<file path="src/hw/rtl/lprr_pkg.sv">
// Shared request codes, status codes and header constants of the record ring.
`timescale 1ns / 1ps
package lprr_pkg;
   localparam int HEADER_BYTES = 4;
   localparam int MIN_RING_LEN = 16;

   localparam logic [1:0] REQ_WRITE_BEGIN = 2'd0;
   localparam logic [1:0] REQ_WRITE_BYTE  = 2'd1;
   localparam logic [1:0] REQ_READ        = 2'd2;
   localparam logic [1:0] REQ_RESET       = 2'd3;

   localparam logic [2:0] ST_OK        = 3'd0;
   localparam logic [2:0] ST_EMPTY     = 3'd1;
   localparam logic [2:0] ST_FULL      = 3'd2;
   localparam logic [2:0] ST_ERROR     = 3'd3;
   localparam logic [2:0] ST_NO_ENOUGH = 3'd4;
endpackage

</file>
<file path="src/hw/rtl/lprr_place.sv">
// Room check and placement of a new record for a write_begin transaction.
`timescale 1ns / 1ps
module lprr_place
   import lprr_pkg::*;
#(
   parameter int PW      = 13,
   parameter int MAX_MSG = 64
) (
   input  logic [PW-1:0] head,
   input  logic [PW-1:0] tail,
   input  logic [PW-1:0] blen,
   input  logic [6:0]    msg_len,
   output logic          ok,
   output logic [PW-1:0] hdr_at,
   output logic [PW-1:0] data_at,
   output logic [PW-1:0] new_tail
);
   localparam int XW = PW + 2;

   logic [XW-1:0] h, t, b, l, hb;

   always_comb begin
      h  = {2'b00, head};
      t  = {2'b00, tail};
      b  = {2'b00, blen};
      l  = {{(XW-7){1'b0}}, msg_len};
      hb = XW'(HEADER_BYTES);
      ok       = 1'b0;
      hdr_at   = tail;
      data_at  = PW'(t + hb);
      new_tail = PW'(t + hb + l);
      if (msg_len <= 7'(MAX_MSG)) begin
         if (h <= t) begin
            if (t + hb + l <= b) begin
               ok = 1'b1;
            end else if (t + hb <= b) begin
               // Header fits at the end, payload wraps to the start.
               ok       = (l < h);
               data_at  = '0;
               new_tail = PW'(l);
            end else begin
               ok       = (l + hb < h);
               hdr_at   = '0;
               data_at  = PW'(hb);
               new_tail = PW'(hb + l);
            end
         end else begin
            ok = (t + hb + l < h);
         end
      end
   end
endmodule

</file>
<file path="config.mk">
export PLATFORM = sky130hd
export DESIGN_NAME = lprr_place
export DESIGN_NICKNAME = d
export VERILOG_FILES = /design/src/hw/rtl/lprr_pkg.sv /design/src/hw/rtl/lprr_place.sv
export SDC_FILE = /design/constraint.sdc
export NUM_CORES = 1
export LEC_CHECK = 0
export BUFFER_PORTS_ARGS = -buffer_cell sky130_fd_sc_hd__buf_2
export CAP_MARGIN = 20
export CELL_PAD_IN_SITES_DETAIL_PLACEMENT = 0
export CELL_PAD_IN_SITES_GLOBAL_PLACEMENT = 2
export CORE_ASPECT_RATIO = 1.75
export CORE_MARGIN = 4
export CORE_UTILIZATION = 27
export DETAILED_ROUTE_END_ITERATION = 8
export PLACE_DENSITY_LB_ADDON = 0.1
export SETUP_SLACK_MARGIN = 0.5
export SLEW_MARGIN = 30
export SYNTH_ARGS = -nofsm -noshare
export SYNTH_HDL_FRONTEND = slang
export SYNTH_SLANG_ARGS = --single-unit
</file>
<file path="constraint.sdc">
create_clock -name vclk -period 5.4
set_input_delay 1.08 -clock vclk [all_inputs]
set_output_delay 1.08 -clock vclk [all_outputs]
set_load 0.02 [all_outputs]
</file>
==> flow_summary.toml, run 1 <==
[run_status]
status = "complete, but fails checks"
violations = "negative setup slack"

[sta]
tightest_slew_ns = 0.7038
drv_slew = 0
hold_violations = 0
rsz0062_at_grt = "true"
timing.fmax_mhz = 169.5
tns_ns = -16.88
finalCritPeriodShare_pct = 109.3
setup_viol = 40
min_period_ns = 5.901
relSlewSlack_pct = 51.87
worst_slack_ns = -0.5013
holdWs_ns = 2.590

[power]
peakVddDrop_mv = 0.1179
cellPowerDensity_mw_per_mm2 = 141.0
p_leak_uw = 0.002377

[min_path]
hp-class = "in -> out"
whs_endpoint = "data_at[2]"
min-delay-start = "tail[2]"
min_path_cells = 4

[synth]
synth_fa_ha_area_share_pct = 35.56
syn_area_mm2 = 0.002695
synth_cells = 373
syn_nets = 495
avgSynthCellArea_um2 = 7.225
ys_seq_area_share_pct = 0
yosysUniqueCellTypes = 49
synth_compound_area_share_pct = 22.79
ys_warn_count = 0
synthMuxAreaShare_pct = 3.668
synth-simple-area-share_pct = 20.19
synth_top_family_by_area = "adder cells"
synth_xor_area_share_pct = 8.774

[routing]
viasPerCell = 4.801
routedWlPerCell_um = 15.71
drt_iter0_drc = 65
ant_nets = 0
vias = 3308
routed_wl_mm = 10.82
drcViolationCount = 0
firstDrtPassIters = 4

[setup_path]
crit_required_ns = 4.32
setup.worst_path.class = "in -> out"
crit_chain = "buf_2, buf_4, xnor2_4, inv_1, ha_1, nand2_1, o31ai_4, nand3_2, o32ai_4, xnor2_2, ha_1, nand4_1, nor2_2, nand2_1, buf_4, o31ai_4, a21oi_4, buf_12, buf_4, buf_6, nor2b_1, buf_4"
start_kind = "input port"
cp_data_arrival_time_ns = 4.82
path_max_fanout = 8
crit_path_end_kind = "output pin"
crit_path_max_incr_delay_ns = 0.34
cpMostUsedCell = "buf_4"
critPathSlowestCell = "o31ai_4"

[cells_and_area]
nets = 688
nFlopsAndLatches = 0
regArea_um2 = 0
drive_gt1_share_pct = 43.97
area_growth_pct = 70.61
diodes = 0
n_clock_buffer = 0

[die]
die_h_um = 140.2
core_area_mm2 = 0.009789
dieArea_mm2 = 0.01171
start_util_pct = 27.53
die_w_um = 83.53
ioPinCount = 86
rows = 48

[run]
drv_cap = 0

[placement]
dp_hpwl_mm = 9.832
place.port_buffers = 86
gp_congestion = 0.8442

[global_routing]
grt_pass1_vias = 3506
grt_overflow = 0
grt_max_degree = 14
antenna_found_initial = 0
track_usage_pct = 18.39
grt_pass1_wl_mm = 17.52
[where the power goes]
| part | internal, uW | switching, uW |
|---|---|---|
| clock | 0 | 0 |
| sequential | 0 | 0 |
| combinational | 326 | 322 |
[layer usage]
metal	vias to the layer above	wire length, um	track usage [%]
met4	0	381	5.000
met3	16	343	1.471
met5	-	0	0
met2	74	6088	38.11
met1	1496	4010	19.17
li1	1722	-	-
[how the worst max path moves through the flow]
| stage | startpoint | to |
|---|---|---|
| 2_1_floorplan | tail[3] | data_at[2] |
| 3_3_place_gp | tail[2] | new_tail[10] |
| 3_5_place_dp | tail[2] | new_tail[10] |
| 4_1_cts | tail[2] | new_tail[6] |
| 5_1_grt | tail[2] | data_at[3] |
| 6_report | tail[4] | data_at[3] |
[cells in the final DEF, fill, tap and decap left out, drive strengths merged, types with 4 or more instances in the layout]
master / count
a21oi: 22
a21o: 4
nor2: 39
nor2b: 11
o21a: 6
mux2: 7
a211oi: 12
nand4: 9
inv: 56
nand2b: 7
xor2: 6
xnor2: 21
nor3: 6
buf: 195
ha: 75
o21ai: 18
nand3: 12
nand2: 19
[final cells by class]
type	instances	area (um2)
Multi-Input combinational cell	312	2750
Tap cell	125	156.4
Fill cell	1019	5191
Inverter	57	214.0
Timing Repair Buffer	195	1478
[critical path: cells and delay by family]
kind / cells / cell delay (ns)
adder cells (fa/ha/maj): 2 / 0.60
XOR/XNOR: 2 / 0.32
buffers and inverters: 8 / 1.07
AO/OA/AOI/OAI: 4 / 1.09
AND/OR/NAND/NOR: 6 / 0.64
[per-stage QoR]
stage	area, um2	power, uW	std cells	setup slack, ns	util, %
global placement	4158	555.4	678	-0.6385	42.47
finish	4598	648.5	689	-0.5013	46.97
floorplan	2826	318.4	373	-0.03562	-
detailed placement	4158	563.4	678	-0.7214	42.47
global route	4598	714.5	689	-0.6966	46.97
CTS	4543	644.3	687	-0.5342	46.41
[cells in the mapped netlist, types with 7 or more instances]
cell type	count	share of area (%)
ha_1	75	35
nand4_1	9	2.1
mux2_2	7	2.9
a211oi_1	11	3.1
a21oi_1	21	3.9
inv_1	56	7.8
o21ai_0	18	3.3
nor2_1	39	5.4
xnor2_1	21	6.8
nor2b_1	11	2.6
nand3_1	11	2.0
nand2_1	19	2.6
[repair_timing]
item,4_1_cts,5_1_grt
pin swaps,18,5
setup buffers,9,2
hold buffers,0,0
resized for setup,81,13
setup endpoints to repair,40,40
[logic make-up (layout without fill, tap and decap cells)]
family,count (synthesis),after routing
simple gates,111,111
fa+ha+maj,76,76
buf+inv,61,252
compound gates,89,89
xor+xnor,27,27
mux,9,9
No activity file was read; power rests on OpenSTA's default activity.
==> run 2, diff against run 1 <==
Settings changed: ABC_AREA set to 1, BUFFER_PORTS_ARGS -buffer_cell sky130_fd_sc_hd__buf_2 to not set, CORE_UTILIZATION 27 to 31, DONT_BUFFER_PORTS set to 1.
==> run 2 against run 1 <==
  * Die area fell by 5.5%
  * Via count fell by 8.2%
  * Largest cell class unchanged
  * Total power fell by 22%
  * Sequential cell count did not move
  * The run now ends clean
  * Combinational power fell by 22%
  * Global-route usage rose by 0.89 points
  * Critical path depth rose by 4
  * Final cell count fell by 7.8%
  * First-iteration DRC count rose by 25%
  * Final area fell by 20%
==> flow_summary.toml, run 2 <==
[min_path]
hp-class = "in -> out"
min-delay-start = "tail[2]"

[power]
sw_frac_of_total_pct = 61.66
p_int_uw = 194.5
power.switching_uw = 312.8
p_leak_uw = 0.002040
p_seq_share_pct = 0
clock_power_share_pct = 0
peakVddDrop_mv = 0.07036
cellPowerDensity_mw_per_mm2 = 137.5
comb_power_share_pct = 100.0

[setup_path]
path_max_fanout = 7
cp_data_arrival_time_ns = 4.11
critPathSlowestCell = "ha_4"
path_delay_family = "simple AND/OR/NAND/NOR gates"
crit_path_end_kind = "output pin"
cp-startpoint = "tail[2]"
crit_path_max_incr_delay_ns = 0.30
cpMostUsedCell = "inv_2"
crit_required_ns = 4.32
setup.worst_path.class = "in -> out"
start_kind = "input port"
path_buf_inv = 7

[global_routing]
track_usage_pct = 19.28
gr-usage-met3_pct = 1.857
grt_pass1_wl_mm = 16.15
grt-busiest-layer = "met2"
grt_overflow = 0
grt_pass1_vias = 3099
grtUsageMet2_pct = 40.71
grt_max_degree = 11
globalRouteMet1Util_pct = 20.17
antenna_found_initial = 0

[sta]
hold_violations = 0
rsz0062_at_grt = "true"
min_period_ns = 5.187
relSlewSlack_pct = 72.93
holdWs_ns = 2.227
drv_slew = 0
timing.fmax_mhz = 192.8
setup_viol = 0
tightest_slew_ns = 0.4032
finalCritPeriodShare_pct = 96.05
tns_ns = 0

[synth]
synth_compound_area_share_pct = 11.48
yosys-top-cells-area = "ha_1 (32%), nand2_1 (17%), inv_1 (14%)"
synth_most_common_cell = "nand2_1"
avgSynthCellArea_um2 = 5.939
synthMuxAreaShare_pct = 0
syn_area_mm2 = 0.002910
synth_top_area_cell = "ha_1"
synth_cells = 490
synth_common_cells = "nand2_1 (130), inv_1 (106), ha_1 (75)"
ys_seq_area_share_pct = 0
yosysUniqueCellTypes = 33
synth_top_family_by_area = "simple AND/OR/NAND/NOR gates"
synth_xor_area_share_pct = 5.116
synth_top_cell_area_share_pct = 32.24
ys_warn_count = 0
synth_fa_ha_area_share_pct = 32.93
synth-simple-area-share_pct = 34.74
syn_nets = 612

[die]
die_h_um = 136.2
core_area_mm2 = 0.009094
die_w_um = 81.25
dieArea_mm2 = 0.01106
start_util_pct = 32.00
rows = 46
ioPinCount = 86

[routing]
routedWlPerCell_um = 16.44
vias = 3038
firstDrtPassIters = 4
viasPerCell = 4.784
drt_iter0_drc = 81
ant_nets = 0
routed_wl_mm = 10.44
drcViolationCount = 0

[clock_tree]
ctsHoldBuffers = 0

[placement]
dp.cells = 620
place.port_buffers = 0
dp_hpwl_mm = 8.998
placed_area_mm2 = 0.003271
gp_congestion = 0.7724

[cells_and_area]
nets = 639
fin_cells = 635
fin_area_mm2 = 0.003690
fillers = 1043
drive_gt1_share_pct = 28.16
nFlopsAndLatches = 0
regArea_um2 = 0
n_clock_buffer = 0
final_common_cell = "nand2_1"
area_growth_pct = 26.78
layout_common_cells = "nand2_1 (92), inv_1 (74), ha_1 (67)"
diodes = 0

[run]
drv_cap = 0

[run_status]
status = "finished clean"
-- run 2: path summary, 6_finish.rpt --
check / to / slack, ns / cells after the start
setup / recovery: hdr_at[1] / 0.21 / 26
hold / removal: data_at[2] / 2.23 / 1
-- run 2: power by group through the flow --
stage / Clock (uW) / Combinational [uW] / Sequential (uW)
4_1_cts: 0 / 491 / 0
2_1_floorplan: 0 / 340 / 0
5_1_grt: 0 / 568 / 0
6_report: 0 / 507 / 0
3_3_place_gp: 0 / 438 / 0
3_5_place_dp: 0 / 441 / 0
-- run 2: layer usage --
metal / share of wire [%] / vias up
met4: 1.0 / 0
met5: 0 / -
met3: 4.5 / 6
li1: - / 1624
met1: 35 / 1344
met2: 59 / 64
-- run 2: metrics by stage --
step / setup WS (ns) / utilization (%) / total power, uW
5_1_grt: 0.03186 / 40.58 / 567.9
6_report: 0.2131 / 40.58 / 507.3
4_1_cts: 0.2104 / 39.24 / 491.4
3_3_place_gp: 0.08701 / 35.97 / 437.8
2_1_floorplan: 0.4226 / - / 340.4
3_5_place_dp: 0.07396 / 35.97 / 441.0
-- run 2: repair_timing --
action,4_1_cts,5_1_grt
resized for setup,42,25
pin swaps,34,9
buffers inserted,12,1
hold endpoints to repair,0,0
setup endpoints to repair,40,40
cloned,2,0
-- run 2: area by class of cell --
type               instances  area (um2)  area share, %
inverters                111       444.2          12.04
well taps                120       150.1          4.069
repair buffers            28       257.7          6.985
multi-input cells        376        2838          76.91
-- run 2: kinds of logic after synthesis --
group | Yosys count
AO/OA/AOI/OAI | 59
XOR/XNOR | 17
adder cells (fa/ha/maj) | 76
buffers and inverters | 115
AND/OR/NAND/NOR | 223
==> run 3, diff against run 2 <==
Settings changed: REMOVE_ABC_BUFFERS set to 1.
==> run 3 against run 2 <==
  * Wire length increased by 7.9%
  * Fmax decreased by 2.4%
  * Utilization increased by 4.8 points
  * Die area unchanged
  * Via count increased by 7.6%
  * Clock-buffer cell count unchanged
  * Sequential share of layout area unchanged
  * Combinational power increased by 18%
  * First-iteration DRC count decreased by 30%
  * Critical endpoint is now hdr_at[0]
  * Largest cell class unchanged
==> flow_summary.toml, run 3 (same netlist as run 2, synthesis figures left out) <==
[routing]
routedWlPerCell_um = 16.96
routed_wl_mm = 11.26
drt_iter0_drc = 57
drcViolationCount = 0
viasPerCell = 4.922
firstDrtPassIters = 4
vias = 3268
ant_nets = 0

[die]
die_w_um = 81.25
die_h_um = 136.2
core_area_mm2 = 0.009094
ioPinCount = 86
start_util_pct = 32.00
dieArea_mm2 = 0.01106
rows = 46

[setup_path]
path_delay_family = "simple AND/OR/NAND/NOR gates"
cp_data_arrival_time_ns = 4.23
start_kind = "input port"
setup.worst_path.class = "in -> out"
crit_path_max_incr_delay_ns = 0.30
cp.depth = 27
crit_path_end_kind = "output pin"
path_max_fanout = 7
path_buf_inv = 9
critPathSlowestCell = "ha_1"
crit_required_ns = 4.32

[placement]
place.port_buffers = 0
dp_hpwl_mm = 9.508
dp_slack_ns = -0.1645
gp_congestion = 0.8880
dp.cells = 643

[power]
power.switching_uw = 355.8
peakVddDrop_mv = 0.04950
p_int_uw = 242.2
cellPowerDensity_mw_per_mm2 = 144.9
p_leak_uw = 0.002229
p_seq_share_pct = 0
sw_frac_of_total_pct = 59.50
comb_power_share_pct = 100.0
clock_power_share_pct = 0

[min_path]
min_path_cells = 1
hp-class = "in -> out"

[cells_and_area]
layout_common_cells = "nand2_1 (77), inv_1 (71), ha_1 (65)"
fillers = 1028
regArea_um2 = 0
nets = 668
area_growth_pct = 41.83
n_clock_buffer = 0
nFlopsAndLatches = 0
drive_gt1_share_pct = 35.66
diodes = 0
final_common_cell = "nand2_1"
fin_cells = 664

[run]
drv_cap = 0

[sta]
drv_slew = 0
worst_slack_ns = 0.08513
rsz0062_at_grt = "true"
tightest_slew_ns = 0.5140
setup_viol = 0
timing.fmax_mhz = 188.2
min_period_ns = 5.315
finalCritPeriodShare_pct = 98.42
relSlewSlack_pct = 65.62
hold_violations = 0

[global_routing]
grt_max_degree = 15
antenna_found_initial = 0
track_usage_pct = 20.09
grt_pass1_wl_mm = 16.91
grt_pass1_vias = 3261
grt_overflow = 0

[clock_tree]
ctsHoldBuffers = 0

[run_status]
status = "finished clean"
run 3: timing repair:
action / 4_1_cts / 5_1_grt
setup endpoints to repair: 40 / 40
setup buffers: 11 / 8
resized for setup: 82 / 104
cloned: 1 / 1
pin swaps: 37 / 29
run 3: area by class of cell:
cell class | instances | area [um2] | area share (%)
Inverter | 111 | 470.5 | 11.40
Timing Repair Buffer | 57 | 493.0 | 11.94
Multi-Input combinational cell | 376 | 3014 | 73.02
Tap cell | 120 | 150.1 | 3.637
run 3: path summary, 6_finish.rpt:
kind     from         end  slack (ns)
min   tail[2]  data_at[2]        2.23
max   tail[2]   hdr_at[0]        0.09
run 3: through the flow:
step	util, %	cell area [um2]	total power (uW)	setup TNS (ns)	hold WS (ns)
finish	45.39	4128	598.1	0	2.232
global route	45.39	4128	660.6	-2.270	2.232
CTS	40.40	3674	514.5	0	2.233
detailed placement	36.53	3322	455.5	-4.374	2.257
global placement	36.53	3322	453.9	-3.141	2.257
floorplan	-	2869	308.7	0	2.243
run 3: power groups by stage:
| stage | Clock (uW) | Sequential (uW) | Combinational (uW) |
|---|---|---|---|
| floorplan | 0 | 0 | 309 |
| detailed placement | 0 | 0 | 455 |
| CTS | 0 | 0 | 515 |
| global placement | 0 | 0 | 454 |
| global route | 0 | 0 | 661 |
| finish | 0 | 0 | 598 |
run 3: layer usage:
metal	wire length [um]	vias to the layer above	GRT usage [%]
li1	-	1684	-
met2	6640	75	42.41
met3	334	18	1.393
met5	0	-	0
met4	445	0	5.733
met1	3841	1491	19.57
